### src/hdl/osrb_pkg.sv
// Shared types, constants and command codes for the overwriting sample ring buffer.
`timescale 1ns / 1ps

package osrb_pkg;

   // Field widths fixed by the block's transfer format
   localparam int unsigned CMD_W       = 3;
   localparam int unsigned SAMPLE_W    = 16;
   localparam int unsigned CNT_FIELD_W = 13;
   localparam int unsigned OFFSET_W    = 12;
   localparam int unsigned TALLY_W     = 16;

   localparam logic [TALLY_W-1:0] TALLY_MAX = '1;

   // Defaults for the top-level parameters
   localparam int unsigned DEPTH_DEFAULT       = 4096;
   localparam int unsigned SAMPLE_BITS_DEFAULT = 16;

   // Register file
   localparam int unsigned CSR_ADDR_W = 2;
   localparam int unsigned CSR_DATA_W = 32;
   localparam logic [CSR_ADDR_W-1:0] CSR_CAPACITY_ADDR = 2'd0;

   typedef enum logic [CMD_W-1:0] {
      CMD_PUSH    = 3'd0,
      CMD_DISCARD = 3'd1,
      CMD_FILL    = 3'd2,
      CMD_CLEAR   = 3'd3,
      CMD_READ    = 3'd4
   } cmd_type;

   typedef enum logic [1:0] {
      SEQ_IDLE,
      SEQ_READ,
      SEQ_FILL
   } seq_state_type;

   typedef struct packed {
      logic accept;
      logic ready;
      logic read_phase;
      logic fill_phase;
      logic fill_done;
   } osrb_ctrl_type;

endpackage

### src/hdl/osrb_seq.sv
// Command sequencer: handshake interlock, read wait and fill address walk.
`timescale 1ns / 1ps

module osrb_seq import osrb_pkg::*; #(
   parameter int unsigned CW = 13,
   parameter int unsigned IW = 12
) (
   input  logic          clock,
   input  logic          reset,
   input  logic          req_valid,
   input  logic          rsp_free,
   input  logic          start_read,
   input  logic          start_fill,
   input  logic [CW-1:0] capacity,
   output osrb_ctrl_type ctrl,
   output logic [IW-1:0] fill_addr
);

   seq_state_type state_ff, state_in;
   logic [IW-1:0] fill_addr_ff, fill_addr_in;
   logic          fill_last;

   assign fill_last = (CW'(fill_addr_ff) == (capacity - CW'(1)));

   // outputs
   always_comb begin
      ctrl = '0;
      case (state_ff)
         SEQ_IDLE: begin
            ctrl.ready  = rsp_free;
            ctrl.accept = rsp_free && req_valid;
         end
         SEQ_READ: begin
            ctrl.read_phase = 1'b1;
         end
         SEQ_FILL: begin
            ctrl.fill_phase = 1'b1;
            ctrl.fill_done  = fill_last;
         end
         default: begin
            ctrl = '0;
         end
      endcase
   end

   // next state
   always_comb begin
      state_in = state_ff;
      case (state_ff)
         SEQ_IDLE: begin
            if (ctrl.accept && start_read) begin
               state_in = SEQ_READ;
            end else if (ctrl.accept && start_fill) begin
               state_in = SEQ_FILL;
            end
         end
         SEQ_READ: begin
            state_in = SEQ_IDLE;
         end
         SEQ_FILL: begin
            if (fill_last) begin
               state_in = SEQ_IDLE;
            end
         end
         default: begin
            state_in = SEQ_IDLE;
         end
      endcase
   end

   always_comb begin
      fill_addr_in = fill_addr_ff;
      if (ctrl.accept && start_fill) begin
         fill_addr_in = '0;
      end else if (ctrl.fill_phase) begin
         fill_addr_in = fill_addr_ff + IW'(1);
      end
   end

   always_ff @(posedge clock) begin
      if (reset) begin
         state_ff     <= SEQ_IDLE;
         fill_addr_ff <= '0;
      end else begin
         state_ff     <= state_in;
         fill_addr_ff <= fill_addr_in;
      end
   end

   assign fill_addr = fill_addr_ff;

endmodule

### config.mk
export PLATFORM = sky130hd
export DESIGN_NAME = osrb_seq
export DESIGN_NICKNAME = d
export VERILOG_FILES = /design/src/hdl/osrb_pkg.sv /design/src/hdl/osrb_seq.sv
export SDC_FILE = /design/constraint.sdc
export NUM_CORES = 1
export LEC_CHECK = 0
export BUFFER_PORTS_ARGS = -buffer_cell sky130_fd_sc_hd__buf_2
export CORE_UTILIZATION = 49
export CTS_CLUSTER_DIAMETER = 50
export DETAILED_ROUTE_END_ITERATION = 10
export PLACE_DENSITY = 0.79
export SYNTH_ARGS = -nofsm -noshare
export SYNTH_HDL_FRONTEND = slang
export SYNTH_SLANG_ARGS = --single-unit
### constraint.sdc
create_clock -name clock -period 2.5 [get_ports clock]
set_input_delay 0.375 -clock clock [delete_from_list [all_inputs] [get_ports clock]]
set_output_delay 0.375 -clock clock [all_outputs]
set_load 0.01 [all_outputs]
### Word-level counts from Yosys, hierarchy flattened

Cells that the tools add are included.

| cells by class | value |
|---|---|
| add/sub/neg operators | 2 |
| equal/unequal tests | 5 |
| multiplexer cells | 7 |
| reductions and logical operators | 6 |

Operator list:

| cell | number |
|---|---|
| $eq 12x13->1 | 1 |
| $sub 13x1->13 const B | 1 |
| $add 12x1->12 const B | 1 |
| $mux 2 | 5 |
| $pmux 2 s2 | 1 |
| $logic_and 1x1->1 | 3 |
| $ne 3x3->1 const B | 1 |
| $eq 2x1->1 const B | 1 |
| $eq 2x2->1 const B | 1 |
| $logic_not 2->1 | 1 |
| $ne 2x2->1 const B | 1 |
| $reduce_and 2->1 | 1 |
| $reduce_or 2->1 | 1 |
| $mux 1 | 1 |

| word-level totals | value |
|---|---|
| register bits after elaboration | 14 |
| bits of input ports | 19 |
| output and inout port bits | 17 |
| word-level logic and storage cells | 22 |

### Longest topological paths before layout

Gate-level depths: netlist (run 1).

| logic depth | value |
|---|---|
| depth after elaboration | 6 |
| mapped depth | 7 |

### Worst setup path before layout (run 1)

No wires, ideal clock.

| timing | value |
|---|---|
| path type | input to output |
| start | input capacity[0] |
| end | output ctrl[0] (netlist name) |
| data arrival time | 1.856 ns |
| data required time | 2.125 ns |
| slack | 0.269 ns |
| cell stages on the path | 7 |
| buffers on the path | 0 |
| path through | inv_1 -> ha_1 -> or3b_4 -> or3_1 -> xnor2_1 -> nand4_1 -> nor3_1 |

RTL lines:

| element | RTL line | RTL |
|---|---|---|
| start, declared | osrb_seq.sv:14 | `input logic [CW-1:0] capacity,` |
| end, declared | osrb_seq.sv:15 | `output osrb_ctrl_type ctrl,` |

==> results by group, run 1 <==
Worst setup path
  • RR Endpoint: state_ff[1]
  • R2R setup slack: 0.84 ns
  • Critical Path Sink: ctrl[0]
  • Cell Chain, Critical Path: buf_2 -> inv_1 -> ha_1 -> or3b_4 -> or3_1 -> xnor2_1 -> nand4_1 -> nor3_1 -> buf_2
  • Worst setup EP type: primary output
  • Setup crit start kind: input port
  • Setup crit start: capacity[0]
  • CP peak stage delay: 0.42 ns
  • Worst r2r src: fill_addr[8]
  • Crit path kind: in2out
  • Crit-path max FO: 3
  • R2R cell count: 5
  • Required time of the critical path: 2.12 ns
  • Slowest-stage cell, CP: or3b_4
  • Worst path arrival time: 2.03 ns
  • Crit path top cell by count: buf_2

Layout
  • Layout area overhead: 27.5%
  • Final #Nets: 188
  • Share of cells above drive strength 1: 0.309
  • Post-route insts no fill: 192
  • Commonest cells after routing, fill and taps aside: buf_2 (35), xnor2_1 (19), nor2_1 (18), dfxtp_1 (14), xor2_1 (10)
  • Most common cell after layout, fill and taps aside: buf_2
  • Final Core Density: 0.666
  • Ant diodes: 0
  • Design Area, Final: 0.00131 mm²

Floorplan
  • Die H: 47.7 µm
  • Die area: 0.00228 mm²
  • Row cnt: 16
  • Starting Density: 0.522
  • Die Wd: 47.7 µm
  • Core area: 0.00196 mm²
  • I/O pin count: 36

Global routing
  • Remaining global-route overflow: 0
  • Initial antenna violation count: 0
  • Number of global-route vias before repair: 897
  • First-pass GRT wire length: 3570 µm
  • Pin count of the biggest net entering global routing: 13
  • All-Layer GR Usage: 0.220

CTS
  • TritonCTS clock tree: done
  • Worst-Skew Late Latency: 0.27 ns
  • Root Buffer: clkbuf_4
  • CTS hold repair buffers: 0
  • CTS sink cnt: 14
  • Clock buffer depth: 2
  • Clk slew on worst S/H paths: 0.07 ns
  • H-tree depth: 1
  • CTS Buf Count: 3

Route
  • Drt pass-1 iters: 4
  • Vias per cell: 5.39
  • Vias: 1,034
  • DR DRC count: 0
  • Detailed Route WL: 2430 µm
  • DRT antenna net count: 0
  • DR WL/cell: 12.6 µm
  • Drt initial violations: 13

STA
  • Final hold violations: 0
  • Fmax: 417 MHz
  • Setup violators final: 0
  • Worst clock skew: 0.00234 ns
  • Period utilisation layout: 0.960
  • Max-slew violations: 0
  • Fin crit period: 2.40 ns
  • TNS Setup: 0 ns
  • Least-Margin Pin Slew: 0.524 ns
  • Slew headroom: 0.648

Yosys
  • EDFF count, synth: 0
  • Warnings from Yosys: 0
  • Post-synth top area share: 0.274
  • Avg Inst Size Synth: 8.13 µm²
  • Gate Count Post-Synth: 126
  • Syn_nets: 147
  • Synth cell types: 35
  • FF+latch count, synth: 14
  • Area leader, netlist: dfxtp_1
  • Ys async rst share: 0
  • Top FF cell, synth: dfxtp_1
  • Synth area leaders: dfxtp_1 (27%), xnor2_1 (17%), xor2_1 (8.5%), nor2_1 (6.6%), nand4_1 (3.7%)
  • Register area share after synthesis: 0.274
  • Mapped Area: 0.00102 mm²

Power and ir drop
  • Power density over the cells: 333 mW/mm²
  • Max VDD drop: 0.000244 V
  • Pleak: 0.551 nW

Placement
  • I/O Buffers: 35
  • Final Wtd Congestion: 0.813
  • DP HPWL: 1910 µm
  • Placed cell areas: 0.00125 mm²
  • Placed cells: 188

Run
  • Max_cap viols: 0

Min path
  • Hold Path Class: in2reg
  • Hold Path Stages: 2

Run status
  • Outcome: complete, no violations
kinds of logic (layout without fill, tap and decap cells):
| logic type | after synthesis | count (layout) | synth area share |
|---|---|---|---|
| XOR/XNOR | 30 | 30 | 0.256 |
| flip-flops | 14 | 14 | 0.274 |
| multiplexers | 1 | 1 | 0.00977 |
| AO/OA/AOI/OAI | 10 | 10 | 0.0720 |
| AND/OR/NAND/NOR | 59 | 59 | 0.326 |
| adder cells (fa/ha/maj) | 2 | 2 | 0.0244 |
| buffers and inverters | 10 | 49 | 0.0378 |
sequential cells by signal (all words and copies together), names as in the netlist:
register,flops
fill_addr,12
state_ff,2
metrics by stage:
step	hold WS, ns	worst slack [ns]	total power [mW]
floorplan	0.447	0.269	0.279
global placement	0.562	0.0829	0.314
detailed placement	0.571	0.0497	0.317
CTS	0.277	0.0497	0.438
global route	0.277	-0.0437	0.462
finish	0.290	0.0993	0.434
per-layer routing:
layer / wire length (µm) / global-route usage / vias to the layer above
li1: - / - / 523
met1: 1130 / 0.271 / 493
met2: 1230 / 0.384 / 18
met3: 67 / 0.0226 / 0
met4: 0 / 0.100 / 0
met5: 0 / 0 / -
critical path, delay by kind of cell:
family | cells | cell delay [ns]
xor gates and xnor gates | 1 | 0.15
buffers and inverters | 3 | 0.30
and+or+nand+nor | 4 | 1.01
adders and majority gates | 1 | 0.19
what timing repair did:
item | in CTS | in global routing
buffers inserted | 0 | 1
setup endpoints to repair | 0 | 1
resized for setup | 0 | 5
worst min path at each step:
| stage | start | to | slack (ns) |
|---|---|---|---|
| after floorplan | reset | state_ff[0] | 0.45 |
| after global placement | fill_addr[11] | fill_addr[11] | 0.56 |
| after detailed placement | fill_addr[11] | fill_addr[11] | 0.57 |
| after CTS | reset | state_ff[0] | 0.28 |
| after global routing | reset | state_ff[0] | 0.28 |
| final | reset | state_ff[0] | 0.29 |
layout make-up:
class                      instances  area (µm²)
fill                             183         656
timing repair buffer              40         213
tap                               27        33.8
inverter                           6        22.5
multi-input combinational        102         734
clock buffer                       3        22.5
sequential                        14         280
Yosys cell counts (3+ instances only):
cell type,instances
dfxtp_1,14
nand2_1,6
nor3b_1,3
nand4_1,6
nor2b_1,3
nand3_1,4
nor2_1,18
xnor2_1,20
clkbuf_1,3
nor3_1,6
inv_1,6
xor2_1,10
where the power goes:
| group | switching (mW) | total (mW) | internal (mW) |
|---|---|---|---|
| Clock | 0.0624 | 0.118 | 0.0557 |
| Sequential | 0.00269 | 0.227 | 0.224 |
| Combinational | 0.0471 | 0.0892 | 0.0421 |
| Total | 0.112 | 0.434 | 0.322 |
Note: power is estimated with default switching activity, not from simulation.
==> inputs of run 2 (changes only) <==
--- a/config.mk
+++ b/config.mk
@@ -6,10 +6,12 @@
 export NUM_CORES = 1
 export LEC_CHECK = 0
 export BUFFER_PORTS_ARGS = -buffer_cell sky130_fd_sc_hd__buf_2
-export CORE_UTILIZATION = 49
+export CORE_UTILIZATION = 36
+export CTS_BUF_LIST = sky130_fd_sc_hd__clkbuf_8
 export CTS_CLUSTER_DIAMETER = 50
 export DETAILED_ROUTE_END_ITERATION = 10
-export PLACE_DENSITY = 0.79
+export PLACE_DENSITY = 0.61
+export REMOVE_ABC_BUFFERS = 1
 export SYNTH_ARGS = -nofsm -noshare
 export SYNTH_HDL_FRONTEND = slang
 export SYNTH_SLANG_ARGS = --single-unit
==> run 2 against run 1 <==
Net effect:
- cell count grew 1.6%
- die area grew 34%
- worst hold slack gained 0.030 ns
- setup slack lost 0.00068 ns
- critical path depth is the same
- wire length grew 6.3%
- non-clock buffer count shrank 1
- critical path type unchanged
- largest power group unchanged
==> results by group, run 2 (synthesis gave the netlist of run 1 again) <==
CTS
  • TritonCTS clock tree: done
  • Worst-Skew Late Latency: 0.24 ns (-0.03 ns)
  • Root Buffer: clkbuf_8
  • Clock buffer depth: 2 (unchanged)
  • CTS Buf Count: 3 (unchanged)
  • CTS sink cnt: 14 (unchanged)
  • CTS hold repair buffers: 0 (unchanged)
  • Clk slew on worst S/H paths: 0.05 ns (-0.02 ns)
  • H-tree depth: 1 (unchanged)

Floorplan
  • Row cnt: 18 (+2)
  • Die area: 0.00306 mm² (+34%)
  • Core area: 0.00259 mm² (+32%)
  • Die H: 55.4 µm (+16%)
  • Starting Density: 0.396 (-0.127)
  • Die Wd: 55.4 µm (+16%)
  • I/O pin count: 36 (unchanged)

Route
  • Vias per cell: 5.24 (-2.7%)
  • Vias: 1,022 (-1.2%)
  • DRT antenna net count: 0 (unchanged)
  • Drt pass-1 iters: 5 (+1)
  • DR DRC count: 0 (unchanged)
  • Drt initial violations: 17 (+4)
  • Detailed Route WL: 2580 µm (+6.3%)
  • DR WL/cell: 13.2 µm (+4.7%)

STA
  • Unrepaired setup endpoints after global routing: no
  • Worst clock skew: 0.00138 ns (-0.000963 ns)
  • Max-slew violations: 0 (unchanged)
  • Final hold violations: 0 (unchanged)
  • Least-Margin Pin Slew: 0.459 ns (-0.0646 ns)
  • Fmax: 416 MHz (about the same)
  • Period utilisation layout: 0.961 (about the same)
  • TNS Setup: 0 ns (unchanged)
  • Fin crit period: 2.40 ns (+0.000682 ns)
  • Setup violators final: 0 (unchanged)
  • Slew headroom: 0.691 (+0.0434)

Layout
  • Commonest cells after routing, fill and taps aside: buf_2 (35), xnor2_1 (19), nor2_1 (18), dfxtp_1 (14), xor2_1 (10)
  • Layout area overhead: 32.5%
  • Ant diodes: 0 (unchanged)
  • Post-route insts no fill: 195 (+1.6%)
  • Final #Nets: 187 (-0.53%)
  • Share of cells above drive strength 1: 0.333 (+0.0242)
  • Largest register FFs: 12 (unchanged)
  • Fill cells: 255 (+39%)
  • Most common cell after layout, fill and taps aside: buf_2

Power and ir drop
  • Pleak: 0.560 nW (+1.7%)
  • Switching fraction of total power: 0.240 (-0.0186)
  • Clock power frac: 0.405 (+0.133)
  • Comb power frac: 0.171 (-0.034)
  • Fraction of power consumed by sequential logic: 0.424 (-0.099)
  • Switching pwr: 0.129 mW (+15%)
  • Power density over the cells: 395 mW/mm² (+19%)
  • Max VDD drop: 0.000318 V (+30%)
  • Cell-internal power: 0.408 mW (+27%)

Worst setup path
  • CP delay by family, top: simple AND/OR/NAND/NOR gates
  • Required time of the critical path: 2.12 ns (about the same)
  • Crit path top cell by count: buf_2
  • Slowest-stage cell, CP: or3b_4
  • Crit path kind: in2out
  • Worst path arrival time: 2.03 ns (about the same)
  • Critical path buffers and inverters: 3 (unchanged)
  • CP peak stage delay: 0.40 ns (-0.02 ns)
  • Cell Chain, Critical Path: buf_2 -> inv_1 -> ha_4 -> or3b_4 -> xnor2_1 -> and3_1 -> o2111ai_2 -> nor3_2 -> buf_2
  • Setup crit start kind: input port
  • Crit-path max FO: 3 (unchanged)
  • Worst setup EP type: primary output

Placement
  • Placed cells: 191 (+1.6%)
  • DP HPWL: 2010 µm (+5.3%)
  • I/O Buffers: 35 (unchanged)
  • Final Wtd Congestion: 0.829 (+2.1%)

Run
  • Max_cap viols: 0 (unchanged)

Global routing
  • First-pass GRT wire length: 4320 µm (+21%)
  • Number of global-route vias before repair: 967 (+7.8%)
  • Remaining global-route overflow: 0 (unchanged)
  • All-Layer GR Usage: 0.173 (-0.0475)
  • Initial antenna violation count: 0 (unchanged)
  • Pin count of the biggest net entering global routing: 13 (unchanged)

Min path
  • Hold Path Class: in2reg

Run status
  • Outcome: complete, no violations
-- run 2: cell count changes in the layout (fill, tap and decap cells not counted), sizes merged --
cell    before  now
buf         40   39
clkbuf       3    4
-- run 2: layout make-up --
type / instances / area (µm²) / area share
Inverter: 6 / 22.5 / 0.0166
Clock buffer: 4 / 55.1 / 0.0406
Multi-Input combinational cell: 102 / 757 / 0.558
Sequential cell: 14 / 280 / 0.206
Tap cell: 30 / 37.5 / 0.0276
Timing Repair Buffer: 39 / 205 / 0.151
-- run 2: power by group through the flow --
stage / Clock (mW) / Combinational (mW) / Sequential [mW]
3_5_place_dp: 0 / 0.0851 / 0.232
6_report: 0.217 / 0.0916 / 0.228
3_3_place_gp: 0 / 0.0830 / 0.232
4_1_cts: 0.223 / 0.0854 / 0.227
5_1_grt: 0.236 / 0.100 / 0.228
2_1_floorplan: 0 / 0.0452 / 0.232
-- run 2: repair_timing --
item                       in CTS  in global routing
buffers inserted                0                  0
resized for setup               0                 10
setup endpoints to repair       0                  1
-- run 2: layer usage --
metal  global-route usage  part of all wire
met1                0.220              0.45
met2                0.293              0.51
met3               0.0258             0.029
met4               0.0643             0.014
met5                    0                 0
-- run 2: path summary, 6_finish.rpt --
kind	endpoint	cells past startpoint	startpoint	slack, ns
max	ctrl[0]	9	capacity[1]	0.1
min	state_ff[0]	2	reset	0.32
max reg2reg	state_ff[1]	5	fill_addr[0]	0.82
min reg2reg	fill_addr[11]	2	fill_addr[11]	0.58
-- run 2: per-stage QoR --
stage	utilization	setup WS [ns]	power [mW]	hold WS, ns	instance area, µm²
5_1_grt	0.524	0.00205	0.564	0.320	1360
6_report	0.524	0.0986	0.536	0.320	1360
2_1_floorplan	-	0.269	0.277	0.447	1010
3_5_place_dp	0.483	0.0188	0.317	0.565	1250
4_1_cts	0.504	0.0120	0.536	0.315	1310
3_3_place_gp	0.483	0.0719	0.315	0.561	1250
-- run 2: worst register-to-register path: stages, from the launching register on --
cell	delay, ns
dfxtp_1	0.47
xor2_1	0.18
nand2_1	0.08
nor4_1	0.34
o2111ai_2	0.19
o31a_1	0.32
==> inputs of run 3 (changes only) <==
==> constraint.sdc (replaced) <==
create_clock -name clock -period 2.5 [get_ports clock]
set_input_delay 0.375 -clock clock [delete_from_list [all_inputs] [get_ports clock]]
set_output_delay 0.375 -clock clock [all_outputs]
set_load 0.02 [all_outputs]
==> run 3 against run 2 <==
Net effect:
- core utilization increased by 0.68 points
- setup slack got worse by 0.0066 ns
- die area unchanged
- worst hold slack about the same
- register-to-register slack improved by 0.02 ns
- global-route usage decreased by 0.098 points
- sequential power about the same
- flip-flop and latch count unchanged
- first-iteration DRC count unchanged
==> results by group, run 3 (synthesis gave the netlist of run 1 again) <==
Run status
  • Outcome: complete, no violations

Floorplan
  • Row cnt: 18 (unchanged)
  • Die area: 0.00306 mm² (unchanged)
  • I/O pin count: 36 (unchanged)
  • Die H: 55.4 µm (unchanged)
  • Core area: 0.00259 mm² (unchanged)
  • Die Wd: 55.4 µm (unchanged)
  • Starting Density: 0.396 (unchanged)

Worst setup path
  • Setup crit start: capacity[0]
  • Crit path kind: in2out
  • Worst path arrival time: 2.03 ns (about the same)
  • Worst r2r src: fill_addr[8]
  • Setup crit start kind: input port
  • Worst setup EP type: primary output
  • Required time of the critical path: 2.12 ns (about the same)
  • Crit-path max FO: 3 (unchanged)

Power and ir drop
  • Max VDD drop: 0.000317 V (-0.25%)
  • Pleak: 0.563 nW (+0.56%)
  • Overall Power: 0.541 mW (+0.95%)
  • Power density over the cells: 394 mW/mm² (-0.33%)

Route
  • Vias: 1,020 (-0.20%)
  • DRT antenna net count: 0 (unchanged)
  • DR WL/cell: 13.3 µm (+0.54%)
  • Drt initial violations: 17 (unchanged)
  • Drt pass-1 iters: 4 (-1)
  • Vias per cell: 5.23 (-0.20%)
  • DR DRC count: 0 (unchanged)
  • Detailed Route WL: 2590 µm (+0.54%)

Layout
  • Share of cells above drive strength 1: 0.339 (+0.00606)
  • Final #Nets: 187 (unchanged)
  • Fill cells: 249 (-2.4%)
  • Largest register FFs: 12 (unchanged)
  • Register area: 280 µm² (unchanged)
  • Commonest cells after routing, fill and taps aside: buf_2 (32), xnor2_1 (19), nor2_1 (18), dfxtp_1 (14), xor2_1 (10)
  • Ant diodes: 0 (unchanged)
  • Final Core Density: 0.531 (+0.00676)
  • Post-route insts no fill: 195 (unchanged)
  • Design Area, Final: 0.00138 mm² (+1.3%)
  • Layout area overhead: 34.2%
  • Most common cell after layout, fill and taps aside: buf_2
  • Area of the multi-input gates: 757 µm² (unchanged)

Global routing
  • Initial antenna violation count: 0 (unchanged)
  • All-Layer GR Usage: 0.172 (-0.000981)
  • Remaining global-route overflow: 0 (unchanged)
  • Pin count of the biggest net entering global routing: 13 (unchanged)
  • Number of global-route vias before repair: 962 (-0.52%)
  • First-pass GRT wire length: 4290 µm (-0.65%)

CTS
  • CTS Buf Count: 3 (unchanged)
  • Clk slew on worst S/H paths: 0.05 ns (about the same)
  • Root Buffer: clkbuf_8
  • Worst-Skew Late Latency: 0.24 ns (about the same)
  • H-tree depth: 1 (unchanged)
  • Clock buffer depth: 2 (unchanged)
  • CTS sink cnt: 14 (unchanged)
  • CTS hold repair buffers: 0 (unchanged)
  • TritonCTS clock tree: done

STA
  • Final hold violations: 0 (unchanged)
  • Unrepaired setup endpoints after global routing: yes
  • Fin crit period: 2.41 ns (+0.00659 ns)
  • Max-slew violations: 0 (unchanged)
  • Fmax: 415 MHz (-0.27%)
  • Setup violators final: 0 (unchanged)
  • Final worst slack: 0.0920 ns (-0.00659 ns)
  • Period utilisation layout: 0.963 (+0.00264)
  • Slew headroom: 0.691 (unchanged)
  • Least-Margin Pin Slew: 0.459 ns (unchanged)
  • Worst clock skew: 0.00138 ns (+0.0000000500 ns)

Min path
  • Hold_sp: reset
  • Hold Path Class: in2reg

Placement
  • DP HPWL: 2010 µm (unchanged)
  • DP Worst Slack: -0.0147 ns (-0.0336 ns)
  • Final Wtd Congestion: 0.829 (unchanged)
  • I/O Buffers: 35 (unchanged)
  • Placed cells: 191 (unchanged)
  • Placed cell areas: 0.00125 mm² (unchanged)

Run
  • Max_cap viols: 0 (unchanged)
run 3: cell counts in the layout (fill, tap and decap cells not counted):
No cell type changed its count.
run 3: cell type report:
cell class / instances / area share
timing repair buffer: 39 / 0.160
multi-input combinational: 102 / 0.550
sequential: 14 / 0.204
tap: 30 / 0.0273
clock buffer: 4 / 0.0400
inverter: 6 / 0.0182
run 3: timing repair:
item,4_1_cts,5_1_grt
endpoints found under the setup margin,1,1
pin swaps,1,3
gates resized for setup,0,15
buffers inserted,0,0
run 3: per-stage QoR:
step	setup TNS (ns)	hold slack, ns
6_report	0	0.321
5_1_grt	-0.0112	0.320
4_1_cts	0	0.315
3_5_place_dp	-0.0147	0.565
3_3_place_gp	0	0.561
2_1_floorplan	0	0.447
run 3: path summary, 6_finish.rpt:
check                       end  slack (ns)  depth (start not counted)
setup reg to reg    state_ff[1]        0.84                          5
hold reg to reg   fill_addr[11]        0.58                          2
setup / recovery        ctrl[0]        0.09                          9
hold / removal      state_ff[0]        0.32                          2
run 3: routing by layer:
metal | up-vias | track usage | share of wire
met3 | 5 | 0.0258 | 0.025
met1 | 481 | 0.217 | 0.45
li1 | 518 | - | -
met5 | - | 0 | 0
met4 | 0 | 0.0643 | 0.013
met2 | 16 | 0.293 | 0.51
run 3: critical path, cell delays in order:
cell and delay (ns):
buf_6 0.10, inv_4 0.04, ha_4 0.13, or3b_4 0.40, or3_4 0.35, xnor2_2 0.15, nand4_1 0.13, nor3_2 0.19
buf_4 0.16
run 3: power by group:
group	internal [mW]	total, mW	leakage, nW	switching [mW]
clock	0.139	0.217	0.0288	0.0772
sequential	0.225	0.228	0.113	0.00267
combinational	0.0456	0.0972	0.422	0.0516
